## config.mk

```make
export PLATFORM = sky130hd
export DESIGN_NAME = text_wrap_justify_unit
export DESIGN_NICKNAME = d
export VERILOG_FILES = /design/src/hw/rtl/twj_pkg.sv /design/src/hw/rtl/text_wrap_justify_unit.sv /design/src/hw/rtl/twj_div.sv
export SDC_FILE = /design/constraint.sdc
export NUM_CORES = 1
export LEC_CHECK = 0
export BUFFER_PORTS_ARGS = -buffer_cell sky130_fd_sc_hd__buf_2
export CELL_PAD_IN_SITES_DETAIL_PLACEMENT = 0
export CELL_PAD_IN_SITES_GLOBAL_PLACEMENT = 1
export CORE_UTILIZATION = 35
export DETAILED_ROUTE_END_ITERATION = 10
export PLACE_DENSITY = 0.59
export SLEW_MARGIN = 20
export SYNTH_ARGS = -nofsm -noshare
export SYNTH_HDL_FRONTEND = slang
export SYNTH_SLANG_ARGS = --single-unit
```

## constraint.sdc

```tcl
create_clock -name clk_i -period 7.4 [get_ports clk_i]
set_clock_uncertainty 0.1 [all_clocks]
set_input_delay 1.11 -clock clk_i [delete_from_list [all_inputs] [get_ports clk_i]]
set_output_delay 1.11 -clock clk_i [all_outputs]
set_load 0.01 [all_outputs]
```

## src/hw/rtl/twj_pkg.sv

```systemverilog
// ----------------------------------------------------------------------------
// twj_pkg
// Shared types and constants of the text wrap and justify unit.
// ----------------------------------------------------------------------------
`default_nettype none

package twj_pkg;

  localparam int unsigned MaxWidth   = 62;
  localparam int unsigned CharW      = 8;
  localparam int unsigned WidthW     = 6;   // line width register
  localparam int unsigned LineAddrW  = 6;   // line store, 64 entries
  localparam int unsigned WordAddrW  = 5;   // word bounds, 32 entries
  localparam int unsigned WordCntW   = 6;   // pending word count, 0..32
  localparam int unsigned CountW     = 7;   // character counts
  localparam int unsigned QuotW      = 6;
  localparam int unsigned RemW       = 5;

  localparam logic [CharW-1:0]  ChSpace        = 8'h20;
  localparam logic [CharW-1:0]  ChNewline      = 8'h0A;
  localparam logic [CharW-1:0]  ChError        = 8'h00;
  localparam logic [WidthW-1:0] LineWidthReset = 6'd40;

  typedef enum logic [0:0] {
    CfgLineWidth = 1'b0,
    CfgJustify   = 1'b1
  } cfg_idx_e;

  // Divider result towards the sequencer
  typedef struct packed {
    logic             done;
    logic [QuotW-1:0] quot;
    logic [RemW-1:0]  rem;
  } div_res_t;

endpackage

`default_nettype wire

```

## src/hw/rtl/text_wrap_justify_unit.sv

```systemverilog
// ----------------------------------------------------------------------------
// text_wrap_justify_unit
// Greedy word wrapper with optional full justification over a byte stream.
// ----------------------------------------------------------------------------
// Sequence: a break, newline or error result passes the state register, then
//   the output register; a flushed line's first character follows ST_DIV,
//   ST_WRD_RD, ST_WRD and ST_CHR_RD (after ST_BRK behind a break; ST_DIV waits
//   for the divider when justifying). Throughput: one item at a time; a flushed
//   line reads each word's bounds, each character (line store read, then output
//   register) and each pad space in turn; emitting states stall on back-pressure.
// Reset: control state clears, line width returns to 40, justify to off; the
//   line store and word bounds memories are not cleared.
`default_nettype none

module text_wrap_justify_unit (
  input  logic                         clk_i,
  input  logic                         rst_ni,
  // input stream
  input  logic                         s_axis_tvalid,
  output logic                         s_axis_tready,
  input  logic [7:0]                   s_axis_tdata,   // [7:0] char_in
  input  logic                         s_axis_tlast,   // end_of_text
  // output stream
  output logic                         m_axis_tvalid,
  input  logic                         m_axis_tready,
  output logic [7:0]                   m_axis_tdata,   // [7:0] char_out
  output logic                         m_axis_tlast,   // last_of_run
  output logic                         m_axis_tuser,   // [0] word_too_long
  // configuration writes
  input  logic                         cfg_valid_i,
  output logic                         cfg_ready_o,
  input  twj_pkg::cfg_idx_e            cfg_index_i,
  input  logic [twj_pkg::WidthW-1:0]   cfg_data_i
);
  import twj_pkg::*;

  typedef enum logic [3:0] {
    ST_IDLE, ST_BRK, ST_ERR, ST_DIV, ST_WRD_RD, ST_WRD,
    ST_CHR_RD, ST_CHR_OUT, ST_GAP, ST_NL
  } state_e;

  // Memories: characters of the pending line, and start/end of each word
  logic [CharW-1:0]         line_store [2**LineAddrW];
  logic [2*LineAddrW-1:0]   word_bounds [2**WordAddrW];
  logic [CharW-1:0]         chr_rd_q;
  logic [2*LineAddrW-1:0]   bnd_rd_q;

  // Configuration
  logic [WidthW-1:0] lw_q;
  logic              jen_q;

  // Text state
  logic [WordCntW-1:0]  pw_q, pw_d;
  logic [CountW-1:0]    lcc_q, lcc_d;
  logic [CountW-1:0]    cwl_q, cwl_d;
  logic                 abort_q, abort_d;
  logic                 brk_q, brk_d;
  logic [LineAddrW-1:0] base_q, base_d;   // store address of line start
  logic [LineAddrW-1:0] fill_q, fill_d;   // store address past last word

  // Sequencer
  state_e               state_q;
  logic                 j_err_q, j_line_q, j_nl_q, j_div_q;
  logic [WordCntW-1:0]  l_pw_q;
  logic [WordAddrW-1:0] l_gaps_q;
  logic [QuotW-1:0]     q_q;
  logic [RemW-1:0]      r_q;
  logic [WordCntW-1:0]  k_q;
  logic [LineAddrW-1:0] p_q, e_q;
  logic [CountW-1:0]    sp_q;

  logic             m_valid_q, m_last_q, m_user_q;
  logic [CharW-1:0] m_data_q;

  // Accept-time decode
  logic                 acc, is_ws, is_nl;
  logic [WidthW-1:0]    eff_w;
  logic [CountW-1:0]    ext_w;
  logic                 push_en, emit_en, err_en, nl_en, brk_en, wr_char, wr_bound;
  logic [LineAddrW-1:0] end_abs, fill_a, fill_rel, char_addr;
  logic [WordCntW-1:0]  pw_a;
  logic [WordAddrW-1:0] gaps_a;
  logic [CountW-1:0]    used_a;
  logic [QuotW-1:0]     spare_a;
  logic                 line_en, div_en;
  state_e               acc_next;

  logic     can_load, out_load, last_word, word_end, extra_pad;
  state_e   after_brk;
  div_res_t div_res;

  assign s_axis_tready = (state_q == ST_IDLE);
  assign cfg_ready_o   = 1'b1;
  assign acc           = s_axis_tvalid && s_axis_tready;
  assign can_load      = !m_valid_q || m_axis_tready;
  // load the output register in any emitting state once it is free
  assign out_load      = can_load && ((state_q == ST_BRK) || (state_q == ST_ERR) ||
                         (state_q == ST_CHR_OUT) || (state_q == ST_GAP) ||
                         (state_q == ST_NL));

  always_comb begin
    is_nl = (s_axis_tdata == ChNewline);
    is_ws = (s_axis_tdata == ChSpace) || is_nl;
    if (lw_q == '0) begin
      eff_w = WidthW'(1);
    end else if (lw_q > WidthW'(MaxWidth)) begin
      eff_w = WidthW'(MaxWidth);
    end else begin
      eff_w = lw_q;
    end
    ext_w = {1'b0, eff_w};

    push_en = 1'b0; emit_en = 1'b0; err_en = 1'b0; nl_en = 1'b0;
    brk_en  = 1'b0; wr_char = 1'b0;
    lcc_d = lcc_q; cwl_d = cwl_q; abort_d = abort_q; brk_d = brk_q;

    if (s_axis_tlast) begin
      // end of text: flush without a break and start afresh
      if (!abort_q) begin
        push_en = (cwl_q != '0);
        emit_en = 1'b1;
      end
      lcc_d = '0; cwl_d = '0; abort_d = 1'b0; brk_d = 1'b0;
    end else if (!abort_q) begin
      brk_en = brk_q;
      brk_d  = 1'b0;
      if (!is_ws) begin
        if (cwl_q >= ext_w) begin
          err_en = 1'b1; abort_d = 1'b1;
        end else begin
          if (lcc_q >= ext_w) begin
            emit_en = 1'b1; brk_d = 1'b1;
            lcc_d = cwl_q + CountW'(1);
          end else begin
            lcc_d = lcc_q + CountW'(1);
          end
          wr_char = 1'b1;
          cwl_d   = cwl_q + CountW'(1);
        end
      end else if (cwl_q > ext_w) begin
        err_en = 1'b1; abort_d = 1'b1;
      end else begin
        push_en = (cwl_q != '0);
        cwl_d   = '0;
        if (is_nl || lcc_q >= ext_w) begin
          emit_en = 1'b1; nl_en = is_nl; brk_d = 1'b1;
          lcc_d = '0;
        end else if (cwl_q != '0) begin
          lcc_d = lcc_q + CountW'(1);
        end
      end
    end

    end_abs   = fill_q + cwl_q[LineAddrW-1:0];
    char_addr = end_abs;
    wr_bound  = push_en && !pw_q[WordCntW-1];
    fill_a    = wr_bound ? end_abs : fill_q;
    pw_a      = wr_bound ? pw_q + WordCntW'(1) : pw_q;
    pw_d      = (emit_en || s_axis_tlast) ? '0 : pw_a;
    base_d    = (emit_en || s_axis_tlast) ? fill_a : base_q;
    fill_d    = fill_a;

    // spare width of the line being flushed
    fill_rel = fill_a - base_q;
    gaps_a   = WordAddrW'(pw_a - WordCntW'(1));
    used_a   = {1'b0, fill_rel} + {2'b0, gaps_a};
    spare_a  = (ext_w > used_a) ? QuotW'(ext_w - used_a) : '0;
    line_en  = emit_en && (pw_a != '0);
    div_en   = line_en && jen_q && (gaps_a != '0);

    priority if (brk_en)  acc_next = ST_BRK;
    else if (err_en)      acc_next = ST_ERR;
    else if (line_en)     acc_next = ST_DIV;
    else if (nl_en)       acc_next = ST_NL;
    else                  acc_next = ST_IDLE;

    priority if (j_err_q) after_brk = ST_ERR;
    else if (j_line_q)    after_brk = ST_DIV;
    else if (j_nl_q)      after_brk = ST_NL;
    else                  after_brk = ST_IDLE;

    last_word = (k_q == l_pw_q - WordCntW'(1));
    word_end  = (p_q + LineAddrW'(1) == e_q);
    extra_pad = (k_q[WordAddrW-1:0] >= l_gaps_q - r_q);
  end

  twj_div u_div (
    .clk_i      (clk_i),
    .rst_ni     (rst_ni),
    .start_i    (acc && div_en),
    .dividend_i (spare_a),
    .divisor_i  (gaps_a),
    .res_o      (div_res)
  );

  // Configuration registers
  always_ff @(posedge clk_i or negedge rst_ni) begin
    if (!rst_ni) begin
      lw_q  <= LineWidthReset;
      jen_q <= 1'b0;
    end else if (cfg_valid_i) begin
      unique case (cfg_index_i)
        CfgLineWidth: lw_q  <= cfg_data_i;
        CfgJustify:   jen_q <= cfg_data_i[0];
      endcase
    end
  end

  // Text state: update on each accepted item
  always_ff @(posedge clk_i or negedge rst_ni) begin
    if (!rst_ni) begin
      pw_q <= '0; lcc_q <= '0; cwl_q <= '0; abort_q <= 1'b0; brk_q <= 1'b0;
      base_q <= '0; fill_q <= '0;
    end else if (acc) begin
      pw_q <= pw_d; lcc_q <= lcc_d; cwl_q <= cwl_d; abort_q <= abort_d;
      brk_q <= brk_d; base_q <= base_d; fill_q <= fill_d;
    end
  end

  // Memories: write at accept, read every cycle at the sequencer's address
  always_ff @(posedge clk_i) begin
    if (acc && wr_char) begin
      line_store[char_addr] <= s_axis_tdata;
    end
    chr_rd_q <= line_store[p_q];
  end

  always_ff @(posedge clk_i) begin
    if (acc && wr_bound) begin
      word_bounds[pw_q[WordAddrW-1:0]] <= {fill_q, end_abs};
    end
    bnd_rd_q <= word_bounds[k_q[WordAddrW-1:0]];
  end

  // Sequencer and output register
  always_ff @(posedge clk_i or negedge rst_ni) begin
    if (!rst_ni) begin
      state_q   <= ST_IDLE;
      m_valid_q <= 1'b0;
      m_data_q  <= '0;
      m_last_q  <= 1'b0;
      m_user_q  <= 1'b0;
      j_err_q   <= 1'b0;
      j_line_q  <= 1'b0;
      j_nl_q    <= 1'b0;
      j_div_q   <= 1'b0;
      l_pw_q    <= '0;
      l_gaps_q  <= '0;
      q_q       <= '0;
      r_q       <= '0;
      k_q       <= '0;
      p_q       <= '0;
      e_q       <= '0;
      sp_q      <= '0;
    end else begin
      if (out_load) begin
        m_valid_q <= 1'b1;
      end else if (m_axis_tready) begin
        m_valid_q <= 1'b0;
      end
      unique case (state_q)
        ST_IDLE: begin
          if (acc) begin
            j_err_q  <= err_en;
            j_line_q <= line_en;
            j_nl_q   <= nl_en;
            j_div_q  <= div_en;
            l_pw_q   <= pw_a;
            l_gaps_q <= gaps_a;
            k_q      <= '0;
            state_q  <= acc_next;
          end
        end
        ST_BRK: begin
          if (can_load) begin
            m_data_q  <= ChNewline;
            m_user_q  <= 1'b0;
            m_last_q  <= !(j_err_q || j_line_q || j_nl_q);
            state_q   <= after_brk;
          end
        end
        ST_ERR: begin
          if (can_load) begin
            m_data_q  <= ChError;
            m_user_q  <= 1'b1;
            m_last_q  <= 1'b1;
            state_q   <= ST_IDLE;
          end
        end
        ST_DIV: begin
          // plain spacing: no division, one space per gap
          if (!j_div_q) begin
            q_q     <= '0;
            r_q     <= '0;
            state_q <= ST_WRD_RD;
          end else if (div_res.done) begin
            q_q     <= div_res.quot;
            r_q     <= div_res.rem;
            state_q <= ST_WRD_RD;
          end
        end
        ST_WRD_RD: state_q <= ST_WRD;
        ST_WRD: begin
          p_q     <= bnd_rd_q[2*LineAddrW-1:LineAddrW];
          e_q     <= bnd_rd_q[LineAddrW-1:0];
          state_q <= ST_CHR_RD;
        end
        ST_CHR_RD: state_q <= ST_CHR_OUT;
        ST_CHR_OUT: begin
          if (can_load) begin
            m_data_q  <= chr_rd_q;
            m_user_q  <= 1'b0;
            m_last_q  <= last_word && word_end && !j_nl_q;
            p_q       <= p_q + LineAddrW'(1);
            if (!word_end) begin
              state_q <= ST_CHR_RD;
            end else if (!last_word) begin
              // gap: one space, the even share, and one more on the right
              sp_q    <= CountW'(1) + {1'b0, q_q} + {6'd0, extra_pad};
              state_q <= ST_GAP;
            end else begin
              state_q <= j_nl_q ? ST_NL : ST_IDLE;
            end
          end
        end
        ST_GAP: begin
          if (can_load) begin
            m_data_q  <= ChSpace;
            m_user_q  <= 1'b0;
            m_last_q  <= 1'b0;
            if (sp_q == CountW'(1)) begin
              k_q     <= k_q + WordCntW'(1);
              state_q <= ST_WRD_RD;
            end else begin
              sp_q <= sp_q - CountW'(1);
            end
          end
        end
        ST_NL: begin
          if (can_load) begin
            m_data_q  <= ChNewline;
            m_user_q  <= 1'b0;
            m_last_q  <= 1'b1;
            state_q   <= ST_IDLE;
          end
        end
        default: state_q <= ST_IDLE;
      endcase
    end
  end

  assign m_axis_tvalid = m_valid_q;
  assign m_axis_tdata  = m_data_q;
  assign m_axis_tlast  = m_last_q;
  assign m_axis_tuser  = m_user_q;

  // Counted line length never passes the widest line
  a_lcc_bound: assert property (@(posedge clk_i) disable iff (!rst_ni)
    lcc_q <= CountW'(MaxWidth))
    else $error("line count beyond maximum width");

  // An empty pending line starts where the last one ended
  a_empty_line: assert property (@(posedge clk_i) disable iff (!rst_ni)
    (pw_q == '0) |-> (fill_q == base_q))
    else $error("empty line with fill off its base");

  // No break is owed while the text is aborted
  a_abort_brk: assert property (@(posedge clk_i) disable iff (!rst_ni)
    abort_q |-> !brk_q)
    else $error("break owed during abort");

  // An error result is a lone zero byte that closes its run
  a_err_result: assert property (@(posedge clk_i) disable iff (!rst_ni)
    (m_valid_q && m_user_q) |-> (m_last_q && m_data_q == ChError))
    else $error("malformed error result");

  // The pending word count never passes the word store depth
  a_pw_bound: assert property (@(posedge clk_i) disable iff (!rst_ni)
    pw_q <= WordCntW'(2**WordAddrW))
    else $error("pending word count overflow");

endmodule

`default_nettype wire

```

## src/hw/rtl/twj_div.sv

```systemverilog
// ----------------------------------------------------------------------------
// twj_div
// Restoring divider: one quotient bit per cycle.
// ----------------------------------------------------------------------------
`default_nettype none

module twj_div (
  input  logic                       clk_i,
  input  logic                       rst_ni,
  input  logic                       start_i,
  input  logic [twj_pkg::QuotW-1:0]  dividend_i,
  input  logic [twj_pkg::RemW-1:0]   divisor_i,
  output twj_pkg::div_res_t          res_o
);
  import twj_pkg::*;

  logic [2:0]       cnt_q;
  logic             run_q;
  logic             done_q;
  logic [QuotW-1:0] quo_q;
  logic [RemW-1:0]  rem_q;
  logic [RemW-1:0]  dvs_q;
  logic [RemW:0]    trial;
  logic             ge;

  assign trial = {rem_q, quo_q[QuotW-1]};
  assign ge    = trial >= {1'b0, dvs_q};

  always_ff @(posedge clk_i or negedge rst_ni) begin
    if (!rst_ni) begin
      run_q  <= 1'b0;
      done_q <= 1'b0;
      cnt_q  <= '0;
    end else if (start_i) begin
      run_q  <= 1'b1;
      done_q <= 1'b0;
      cnt_q  <= '0;
    end else if (run_q) begin
      cnt_q <= cnt_q + 3'd1;
      if (cnt_q == 3'(QuotW - 1)) begin
        run_q  <= 1'b0;
        done_q <= 1'b1;
      end
    end
  end

  always_ff @(posedge clk_i) begin
    if (start_i) begin
      quo_q <= dividend_i;
      rem_q <= '0;
      dvs_q <= divisor_i;
    end else if (run_q) begin
      quo_q <= {quo_q[QuotW-2:0], ge};
      rem_q <= ge ? RemW'(trial - {1'b0, dvs_q}) : trial[RemW-1:0];
    end
  end

  assign res_o.done = done_q;
  assign res_o.quot = quo_q;
  assign res_o.rem  = rem_q;

endmodule

`default_nettype wire
```

==> impl_results.md, run 1 <==
- Outcome: finished, final reports clean
- Gpl congestion: 0.806
- Die Ht: 353 um
- Max Transition Viols Final: 0
- Minimum clock period: 5860 ps
- Commonest non-fill, non-tap cells in the layout: edfxtp_1 (907), mux4_2 (288), nor2_1 (154)
- FFs w/ async S/R, synth: 10.7%
- Worst-Margin Slew: 1030 ps
- Max Fanout on Critical Path: 10
- # Post-CTS Setup Buffers: 0
- Setup TNS Final: 0 ps
- Syn. warnings: 0
- VDD IR-drop max: 0.283 mV
- Share of layout cells above drive strength 1: 24.8%
- Pwr dens: 379 nW/um^2
- DP Cell Count: 3967
- # port buffers: 32
- Number of synthesized flops with an enable pin: 907
- Synth Area in Simple Gates: 4.54%
- Final-report hold violation count: 0
- TritonCTS clock tree: done
- Area contributors post-synth: edfxtp_1 (63%), mux4_2 (15%), dfrtp_1 (6.4%)
- Yosys top cell area share: 63.1%
- Slowest CP cell: fa_1
- Avg WL per Cell: 24.7 um
- Core Region: 122000 sq um
- RSZ-0062 raised after global routing: no
- Root buf cell: clkbuf_16
- Largest stage delay, worst path: 560 ps
- Syn Inst Count: 2366
- Global-route wire length before repair: 154000 um
- Syn_area_per_cell: 18.2 sq um
- Xor-xnor portion of the synthesized cell area: 1.29%
- Cell Rows: 128
- Hold_buf cts: 0
- Avg Vias per Cell: 5.29
- Post-Layout Cell Count: 4171
- Yosys cell types: 82
- Largest family of logic cells by synthesized area: multiplexers
- Clock slew seen by the registers of the worst setup and hold paths: 60 ps
- Lkg Pwr: 16.2 nW
- Vias in the first global route: 22500
- Tcrit/Tclk final: 79.2%
- Die Area: 125000 sq um
- Compound-Gate Fraction of Synth Area: 3.61%
- MaxCap Viol Count: 0
- Commonest register cell after synthesis: edfxtp_1
- Largest net degree at the start of global routing: 67
- Fmax: 0.171 GHz
- Final HPWL DP: 64200 um
- Most common cell after layout, fill and taps aside: edfxtp_1
- Num ports: 34
- Global router's overall resource usage: 16.6%
- Post_cts resized: 0
- CTS buffer count: 108
- Register bit total from synthesis: 1044
- Relative slew slack: 30.9%
- Sequential share of the synthesized area: 70.7%
- Layout Area Growth over Synthesis: 13.9%
- H-tree Lvls: 3
- Critical Path Source Type: flop
- Clk sink count: 1044
- Place WS: 938 ps
- Routed via count: 22000
- DRT Pass-1 Iters: 5
- Synth Cell Area: 43200 sq um
- Longest Clk Path Bufs: 3
- Cell chain of the critical path: inv_1 > o41ai_1 > a21oi_1 > ha_1 > nand3_1 > o221a_2 > or2_2 > mux2i_1 > ha_1 > fa_1 > inv_1 > ha_1 > a21o_1 > a21oi_1 > o21bai_1 > a21oi_1 > xnor2_1 > ha_1 > nand2_1 > o221ai_1 > o31ai_1
- Worst Setup Path Type: flop to flop
- Clock latency at the later pin of the worst-skew pair: 700 ps
- WL final: 103000 um
- Setup ws final: 1540 ps
- Chip width: 353 um
- Syn_nets: 2459
- Gr ovfl total: 0
- Initial core utilization: 35.4%
- CP dominant cell by count: ha_1
- Drt drc: 0
- Final setup fails: 0
- Post-synthesis adder-cell area fraction: 2.19%
- Fillers: 10900
- ANT nets after route: 0
- Req. time, crit path: 7730 ps
- Initial DRC count: 1803
- Worst Hold Class: input pin to async pin
- Util after Layout: 40.3%
- Hold Slack: 237 ps
- Antenna violations before repair: 0
- Yosys top cell by area: edfxtp_1
- Critical Path Sink Type: flop
- Critical path data arrival time: 6190 ps
- Final Net Count: 2545
- Post-synthesis mux area share: 16.0%
-- sequential cells by signal, indices dropped and copies added (netlist names), 3 cells and up --
| register | cells |
|---|---|
| line_store | 512 |
| word_bounds | 384 |
| bnd_rd_q | 12 |
| chr_rd_q | 8 |
| m_axis_tdata | 8 |
| cwl_q | 7 |
| lcc_q | 7 |
| sp_q | 7 |
| base_q | 6 |
| e_q | 6 |
| fill_q | 6 |
| k_q | 6 |
| l_pw_q | 6 |
| lw_q | 6 |
| p_q | 6 |
| pw_q | 6 |
| q_q | 6 |
| u_div.quo_q | 6 |
| l_gaps_q | 5 |
| r_q | 5 |
| u_div.dvs_q | 5 |
| u_div.rem_q | 5 |
| state_q | 4 |
| u_div.cnt_q | 3 |
-- routing by layer --
metal | up-vias | wire, um | global-route usage [%]
li1 | 9623 | - | -
met3 | 119 | 4780 | 2.20
met4 | 0 | 1810 | 4.14
met5 | - | 0 | 0
met1 | 11700 | 46400 | 23.7
met2 | 570 | 49900 | 26.9
-- cells by family (layout without fill, tap and decap cells) --
group,count (synthesis),after routing
adders and majority gates,72,72
DFF,1044,1044
other,1,2
muxes,325,325
buffers and inverters,185,364
xor gates and xnor gates,62,62
and+or+nand+nor,430,430
AOI/OAI and AO/OA,247,247
-- critical path: cells and delay by family, from the launching register on --
kind,cells,cell delay (ps)
XOR/XNOR,1,90
buffers and inverters,2,160
adder cells (fa/ha/maj),5,1720
AND/OR/NAND/NOR,3,630
multiplexers,1,170
flip-flops,1,540
AO/OA/AOI/OAI,9,2170
-- path summary, 6_finish.rpt --
path | start | end | slack [ps] | cells after the start
setup / recovery | lw_q[5] | u_div.quo_q[2] | 1540 | 21
hold / removal | rst_ni | jen_q | 240 | 1
setup reg to reg | lw_q[5] | u_div.quo_q[2] | 1540 | 21
hold reg to reg | bnd_rd_q[6] | p_q[0] | 350 | 2
max in group asynchronous | rst_ni | p_q[1] | 5560 | 2
min in group clk_i | bnd_rd_q[6] | p_q[0] | 350 | 2
-- synthesized netlist by cell type (all sizes together), types with 27 or more instances --
master / n
o21ai: 84
nor2: 162
ha: 66
mux4: 288
dfrtp: 110
nand2: 133
nand3: 39
xnor2: 34
xor2: 27
mux2: 30
a21oi: 59
inv: 64
clkbuf: 94
edfxtp: 907
-- final cells by class --
cell class / instances / area (sq um) / area share, %
tap: 1625 / 2030 / 4.13
clock buffer: 141 / 3110 / 6.31
timing repair buffer: 96 / 651 / 1.32
multi-input combinational: 1137 / 12000 / 24.3
inverter: 65 / 244 / 0.496
antenna: 1 / 2.50 / 0.00509
clock inverter: 62 / 624 / 1.27
sequential: 1044 / 30600 / 62.1
-- power breakdown --
part           leakage (nW)  switching [mW]  internal [mW]
registers              9.90           0.414           6.98
logic                  4.43            3.15           2.47
clock network          1.85            2.31           3.31
total                  16.2            5.87           12.8
-- stage by stage --
stage | area, sq um | total power [mW]
3_5_place_dp | 45400 | 13.2
2_1_floorplan | 43200 | 11.4
3_3_place_gp | 45400 | 13.2
6_report | 49200 | 18.6
4_1_cts | 49200 | 18.9
5_1_grt | 49200 | 19.6
Power figures use the tool's default switching activity.
==> run 2, diff against run 1 <==
--- a/config.mk
+++ b/config.mk
@@ -5,12 +5,13 @@
 export SDC_FILE = /design/constraint.sdc
 export NUM_CORES = 1
 export LEC_CHECK = 0
+export ABC_AREA = 1
 export BUFFER_PORTS_ARGS = -buffer_cell sky130_fd_sc_hd__buf_2
 export CELL_PAD_IN_SITES_DETAIL_PLACEMENT = 0
 export CELL_PAD_IN_SITES_GLOBAL_PLACEMENT = 1
 export CORE_UTILIZATION = 35
 export DETAILED_ROUTE_END_ITERATION = 10
-export PLACE_DENSITY = 0.59
+export PLACE_DENSITY = 0.64
 export SLEW_MARGIN = 20
 export SYNTH_ARGS = -nofsm -noshare
 export SYNTH_HDL_FRONTEND = slang
==> constraint.sdc (replaced) <==
create_clock -name clk_i -period 4.78 [get_ports clk_i]
set_clock_uncertainty 0.1 [all_clocks]
set_input_delay 0.717 -clock clk_i [delete_from_list [all_inputs] [get_ports clk_i]]
set_output_delay 0.717 -clock clk_i [all_outputs]
set_load 0.01 [all_outputs]
==> impl_results.md, run 2 <==
- Outcome: finished, violations left
- Failing checks: negative setup slack
- End of the worst register-to-register path: u_div.quo_q[2]
- Place WS: -416 ps (-1350 ps)
- Commonest cells post-synth: edfxtp_1 (907), nand2_1 (424), nor2_1 (381)
- CP dominant cell by count: nand2_4
- Count leader, synth: edfxtp_1
- Synth Cell Area: 43400 sq um (+0.54%)
- VDD IR-drop max: 0.805 mV (+180%)
- Syn Inst Count: 3545 (+50%)
- Largest net degree at the start of global routing: 162 (+140%)
- Register bit total from synthesis: 1044 (unchanged)
- FFs w/ async S/R, synth: 10.7% (unchanged)
- DRT Pass-1 Iters: 6 (+1)
- Gpl congestion: 0.822 (+1.9%)
- Worst Hold Class: input pin to async pin
- Antenna violations before repair: 3 (+3)
- Sequential power share: 36.6% (-3.1 points)
- Critical path data arrival time: 5150 ps (-1040 ps)
- Final Net Count: 3822 (+50%)
- WL final: 123000 um (+19%)
- CTS buffer count: 109 (+0.93%)
- Lkg Pwr: 18.2 nW (+12%)
- H-tree Lvls: 3 (unchanged)
- Register name with the most flops: line_store
- Initial DRC count: 2826 (+57%)
- Hold_buf cts: 0 (unchanged)
- FF-to-FF Start: lw_q[3]
- Num ports: 34 (unchanged)
- Yosys cell types: 55 (-33%)
- Gate power share: 35.7% (+5.5 points)
- GR Util met3: 4.29% (+2.1 points)
- Fillers: 11600 (+6.0%)
- Share of layout cells above drive strength 1: 14.0% (-11 points)
- Req. time, crit path: 5140 ps (-2590 ps)
- Internal: 19.9 mW (+56%)
- Design Power: 30.9 mW (+66%)
- RSZ-0062 raised after global routing: yes
- CP top delay family: adder cells
- Die Area: 125000 sq um (+0.54%)
- Cell Rows: 128 (unchanged)
- Crit path depth: 26 (+24%)
- Pwr dens: 610 nW/um^2 (+61%)
- Tcrit/Tclk final: 100% (+21 points)
- ANT nets after route: 0 (unchanged)
- Sequential share of the synthesized area: 70.4% (-0.38 points)
- Worst-Margin Slew: 1080 ps (+50.5 ps)
- Clock power frac: 27.7% (-2.5 points)
- Number of synthesized flops with an enable pin: 907 (unchanged)
- Syn_area_per_cell: 12.2 sq um (-33%)
- Longest Clk Path Bufs: 3 (unchanged)
- Layout Area Growth over Synthesis: 16.8%
- Global router's overall resource usage: 19.2% (+2.6 points)
- Multi-input gate area: 11700 sq um (-2.2%)
- Commonest non-fill, non-tap cells in the layout: edfxtp_1 (907), nand2_1 (416), nor2_1 (378)
- Flip-flop and latch area: 30600 sq um (unchanged)
- Final setup fails: 1 (+1)
- Die Ht: 354 um (+0.27%)
- Yosys top cell by area: edfxtp_1
- Global-route wire length before repair: 183000 um (+18%)
- Max Transition Viols Final: 0 (unchanged)
- Buf/Inv on CP: 3 (+1)
- Clock slew seen by the registers of the worst setup and hold paths: 60 ps (about the same)
- R2R cell count: 26 (+24%)
- Number of diodes: 0 (-1)
- Commonest register cell after synthesis: edfxtp_1
- Routed via count: 28800 (+31%)
- MaxCap Viol Count: 0 (unchanged)
- Avg Vias per Cell: 5.28 (about the same)
- Drt drc: 0 (unchanged)
- Core Region: 122000 sq um (+0.26%)
- Relative slew slack: 27.9% (-3.0 points)
- Syn. warnings: 0 (unchanged)
- Worst Setup Path Type: flop to flop
- Final HPWL DP: 72500 um (+13%)
- # port buffers: 32 (unchanged)
- CP endpoint: u_div.quo_q[2]
- Max reg flops: 512 (unchanged)
- Syn_nets: 3638 (+48%)
- Avg WL per Cell: 22.5 um (-8.8%)
- Met1 Usage GRT: 27.2% (+3.5 points)
- Area contributors post-synth: edfxtp_1 (63%), dfrtp_1 (6.3%), o21ai_0 (4.1%)
- Root buf cell: clkbuf_16
- TritonCTS clock tree: done
- Vias in the first global route: 28000 (+24%)
- Max Fanout on Critical Path: 5 (-5)
- Clock latency at the later pin of the worst-skew pair: 720 ps (+20 ps)
- Yosys top cell area share: 62.7% (-0.34 points)
- Worst Setup SP: lw_q[3]
- Critical Path Sink Type: flop
- Reg2Reg Setup Slack: -0.7 ps (-1540 ps)
- Gr busiest metal: met2
- Initial core utilization: 35.5% (+0.10 points)
- Largest stage delay, worst path: 580 ps (+20 ps)
- Chip width: 354 um (+0.27%)
- Critical Path Source Type: flop
- Switching pwr: 11.0 mW (+87%)
- Most common cell after layout, fill and taps aside: edfxtp_1
- Setup ws final: -0.685 ps (-1540 ps)
- Switching part of the total: 35.5% (+4.0 points)
- Final-report hold violation count: 0 (unchanged)
- Met2 usage: 29.8% (+2.8 points)
- Clk sink count: 1044 (unchanged)
- Gr ovfl total: 0 (unchanged)
- Slowest CP cell: dfstp_2
- Minimum clock period: 4780 ps (-1080 ps)
- Fmax: 0.209 GHz (+23%)
==> run 2: area by class of cell <==
type                            instances  area share (%)
Inverter                              182            1.37
Clock inverter                         65            1.48
Multi-Input combinational cell       2120            23.1
Tap cell                             1625            4.01
Clock buffer                          139            5.68
Sequential cell                      1044            60.3
Timing Repair Buffer                  272            4.11
==> run 2: kinds of logic (layout without fill, tap and decap cells) <==
| family | after synthesis | count (layout) | synth area share [%] |
|---|---|---|---|
| buf+inv | 381 | 658 | 3.36 |
| mux | 4 | 4 | 0.104 |
| flops | 1044 | 1044 | 70.4 |
| compound gates | 958 | 958 | 13.0 |
| other cells | 1 | 1 | 0.00864 |
| xor+xnor | 51 | 51 | 1.03 |
| fa+ha+maj | 72 | 72 | 2.18 |
| simple gates | 1034 | 1034 | 9.96 |
==> run 2: worst register-to-register path, stage by stage, from the launching register on <==
cell	delay, ps
dfstp_2	580
inv_2	70
nor4_4	120
o21ai_1	120
ha_2	360
nand4_4	120
nand2_4	110
nand2_4	60
nand2_4	80
nand2_4	70
clkbuf_16	160
o21ai_4	160
inv_2	60
fa_2	490
fa_2	390
xor2_1	150
ha_1	350
a21oi_2	150
o21ai_2	90
a21oi_2	160
o21bai_2	80
a21oi_2	150
nor2_2	60
nand2_2	120
nor2_1	50
nand2_1	70
nand2_1	50
==> run 2: layer usage <==
layer	wire, um	vias to the layer above
met5	0	-
met4	2470	0
met3	8860	136
met2	56100	788
met1	55200	14400
li1	-	13400
==> run 2: worst min path at each step <==
stage | start | slack (ps) | to | cells past startpoint
2_1_floorplan | bnd_rd_q[2] | 310 | e_q[2] | 2
4_1_cts | rst_ni | 50 | sp_q[6] | 1
6_report | rst_ni | 50 | sp_q[5] | 1
5_1_grt | cfg_valid_i | 110 | jen_q | 2
3_5_place_dp | bnd_rd_q[3] | 320 | e_q[3] | 2
3_3_place_gp | bnd_rd_q[3] | 320 | e_q[3] | 2
==> run 2: through the flow <==
stage               setup TNS [ps]  hold WS [ps]  cells  util [%]  area (sq um)
floorplan                        0           309   3545         -         43400
global placement             -2360           317   5223      38.1         46600
detailed placement           -2310           322   5223      38.1         46600
CTS                          -9.41          50.7   5434      41.2         50400
global route                 -1450           108   5447      41.4         50700
finish                      -0.685          50.1   5447      41.4         50700
==> run 2: power groups by stage <==
stage	registers, mW	logic (mW)	clock network (mW)
after floorplan	11.3	6.03	0
after global placement	11.5	10.0	0
after detailed placement	11.5	10.0	0
after CTS	11.3	10.3	8.73
after global routing	11.4	12.2	9.06
final	11.3	11.0	8.57
==> run 2: timing repair <==
action                     4_1_cts  5_1_grt
pin swaps                       12       29
setup endpoints to repair        6        6
resized for setup               24       41
buffers inserted                 7       12
cloned                           0        1
==> run 3, diff against run 2 <==
--- a/config.mk
+++ b/config.mk
@@ -5,13 +5,12 @@
 export SDC_FILE = /design/constraint.sdc
 export NUM_CORES = 1
 export LEC_CHECK = 0
-export ABC_AREA = 1
 export BUFFER_PORTS_ARGS = -buffer_cell sky130_fd_sc_hd__buf_2
 export CELL_PAD_IN_SITES_DETAIL_PLACEMENT = 0
 export CELL_PAD_IN_SITES_GLOBAL_PLACEMENT = 1
 export CORE_UTILIZATION = 35
 export DETAILED_ROUTE_END_ITERATION = 10
-export PLACE_DENSITY = 0.64
+export PLACE_DENSITY = 0.61
 export SLEW_MARGIN = 20
 export SYNTH_ARGS = -nofsm -noshare
 export SYNTH_HDL_FRONTEND = slang
==> impl_results.md, run 3 (synthesis gave the netlist of run 1 again) <==
- Buf/Inv on CP: 2 (-1)
- Routed via count: 22400 (-22%)
- Critical Path Sink Type: flop
- Setup ws final: -433 ps (-433 ps)
- Clk sink count: 1044 (unchanged)
- Flip-flop and latch area: 30600 sq um (about the same)
- Num ports: 34 (unchanged)
- Pwr dens: 595 nW/um^2 (-2.5%)
- Layout Area Growth over Synthesis: 16.7% (about the same)
- Root buf cell: clkbuf_16
- Die Area: 125000 sq um (-0.54%)
- Largest net degree at the start of global routing: 130 (-20%)
- TritonCTS clock tree: done
- RSZ-0062 raised after global routing: yes
- Critical Path Source Type: flop
- Initial DRC count: 2006 (-29%)
- Global router's overall resource usage: 16.3% (-2.9 points)
- Crit path depth: 21 (-19%)
- ANT nets after route: 0 (unchanged)
- Gr ovfl total: 0 (unchanged)
- Final Net Count: 2695 (-29%)
- R2R cell count: 21 (-19%)
- Minimum clock period: 5210 ps (+433 ps)
- Number of diodes: 0 (unchanged)
- Final setup fails: 6 (+5)
- Chip width: 353 um (-0.27%)
- Commonest non-fill, non-tap cells in the layout: edfxtp_1 (907), mux4_2 (288), buf_4 (212)
- Cell chain of the critical path: inv_4 > o41ai_4 > a21oi_2 > ha_4 > nand3b_1 > a21oi_2 > o221a_4 > or2_4 > mux2i_4 > ha_4 > fa_2 > buf_6 > fa_2 > ha_4 > a21oi_2 > o21ai_2 > a21o_1 > a21o_1 > a21o_1 > o221ai_4 > o31ai_2
- Drt drc: 0 (unchanged)
- Slowest CP cell: fa_2
- Fillers: 10900 (-6.0%)
- Initial core utilization: 35.4% (-0.10 points)
- WL final: 101000 um (-17%)
- Design Power: 30.0 mW (-3.1%)
- Final instance area: 50400 sq um (-0.55%)
- Global-route wire length before repair: 153000 um (-16%)
- MaxCap Viol Count: 0 (unchanged)
- CP endpoint: u_div.quo_q[0]
- Core Region: 122000 sq um (-0.26%)
- CTS buffer count: 103 (-5.5%)
- Max Fanout on Critical Path: 6 (+1)
- Worst Setup SP: lw_q[3]
- Met2 usage: 26.1% (-3.7 points)
- Hold_buf cts: 0 (unchanged)
- Largest stage delay, worst path: 560 ps (-20 ps)
- Max reg flops: 512 (unchanged)
- Lkg Pwr: 16.8 nW (-7.5%)
- GR Util met3: 1.94% (-2.4 points)
- DRT Pass-1 Iters: 6 (unchanged)
- Place WS: -843 ps (-427 ps)
- Failing checks: negative setup slack
- Req. time, crit path: 5090 ps (-50 ps)
- Most common cell after layout, fill and taps aside: edfxtp_1
- Worst Setup Path Type: flop to flop
- Clock latency at the later pin of the worst-skew pair: 680 ps (-40 ps)
- Worst Hold Class: input pin to async pin
- Final-report hold violation count: 0 (unchanged)
- CP top delay family: compound AO/OA/AOI/OAI gates
- Final HPWL DP: 64100 um (-12%)
- Avg WL per Cell: 23.5 um (+4.3%)
- Gpl congestion: 0.816 (-0.63%)
- Outcome: finished, violations left
- Setup TNS Final: -2520 ps (-2520 ps)
- Longest Clk Path Bufs: 3 (unchanged)
- Antenna violations before repair: 0 (-3)
- Tcrit/Tclk final: 109% (+9.0 points)
- Fmax: 0.192 GHz (-8.3%)
- Worst-Margin Slew: 989 ps (-88.4 ps)
- Util after Layout: 41.3% (-0.12 points)
- Critical path data arrival time: 5530 ps (+380 ps)
- Met1 Usage GRT: 23.4% (-3.8 points)
- VDD IR-drop max: 0.923 mV (+15%)
- # port buffers: 32 (unchanged)
- Cell Rows: 128 (unchanged)
- Avg Vias per Cell: 5.20 (-1.6%)
- Register name with the most flops: line_store
- Vias in the first global route: 23100 (-17%)
- Gr busiest metal: met2
- Max Transition Viols Final: 0 (unchanged)
- Relative slew slack: 34.1% (+6.2 points)
- Reg2Reg Setup Slack: -430 ps (-430 ps)
- Placed inst area: 46600 sq um (-0.14%)
- Share of layout cells above drive strength 1: 30.8% (+17 points)
- End of the worst register-to-register path: u_div.quo_q[0]
- H-tree Lvls: 3 (unchanged)
- Die Ht: 353 um (-0.27%)
- Multi-input gate area: 12300 sq um (+5.2%)
- Clock slew seen by the registers of the worst setup and hold paths: 60 ps (about the same)
- FF-to-FF Start: lw_q[3]
-- run 3: worst min-delay path by stage --
| stage | slack, ps | to | startpoint |
|---|---|---|---|
| after floorplan | 310 | p_q[0] | bnd_rd_q[6] |
| after CTS | 40 | base_q[0] | rst_ni |
| after global placement | 330 | p_q[0] | bnd_rd_q[6] |
| final | 20 | base_q[0] | rst_ni |
| after detailed placement | 350 | m_axis_tdata[0] | chr_rd_q[0] |
| after global routing | 70 | base_q[0] | rst_ni |
-- run 3: stage by stage --
step | hold WS [ps] | std cells
3_3_place_gp | 334 | 4107
6_report | 21.5 | 4313
2_1_floorplan | 314 | 2366
5_1_grt | 69.5 | 4313
4_1_cts | 42.7 | 4305
3_5_place_dp | 346 | 4107
-- run 3: metal layers --
metal | vias to the layer above | share of wire [%]
met3 | 135 | 4.4
met1 | 11900 | 45
met2 | 539 | 48
met4 | 0 | 2.3
met5 | - | 0
li1 | 9902 | -
-- run 3: repair_timing --
action                     4_1_cts  5_1_grt
setup endpoints to repair        6      413
hold endpoints to repair         0        0
pin swaps                       14       39
resized for setup               20       58
buffers inserted                 7        9
-- run 3: final cells by class --
| class | count | share of cell area (%) |
|---|---|---|
| Clock buffer | 130 | 5.45 |
| Inverter | 65 | 0.489 |
| Tap cell | 1625 | 4.03 |
| Multi-Input combinational cell | 1137 | 24.4 |
| Sequential cell | 1044 | 60.6 |
| Clock inverter | 61 | 1.25 |
| Timing Repair Buffer | 251 | 3.75 |
-- run 3: power by group --
part / switching [mW] / total, mW / internal [mW]
clock: 3.52 / 8.07 / 4.54
combinational: 5.70 / 10.6 / 4.92
sequential: 0.488 / 11.3 / 10.8
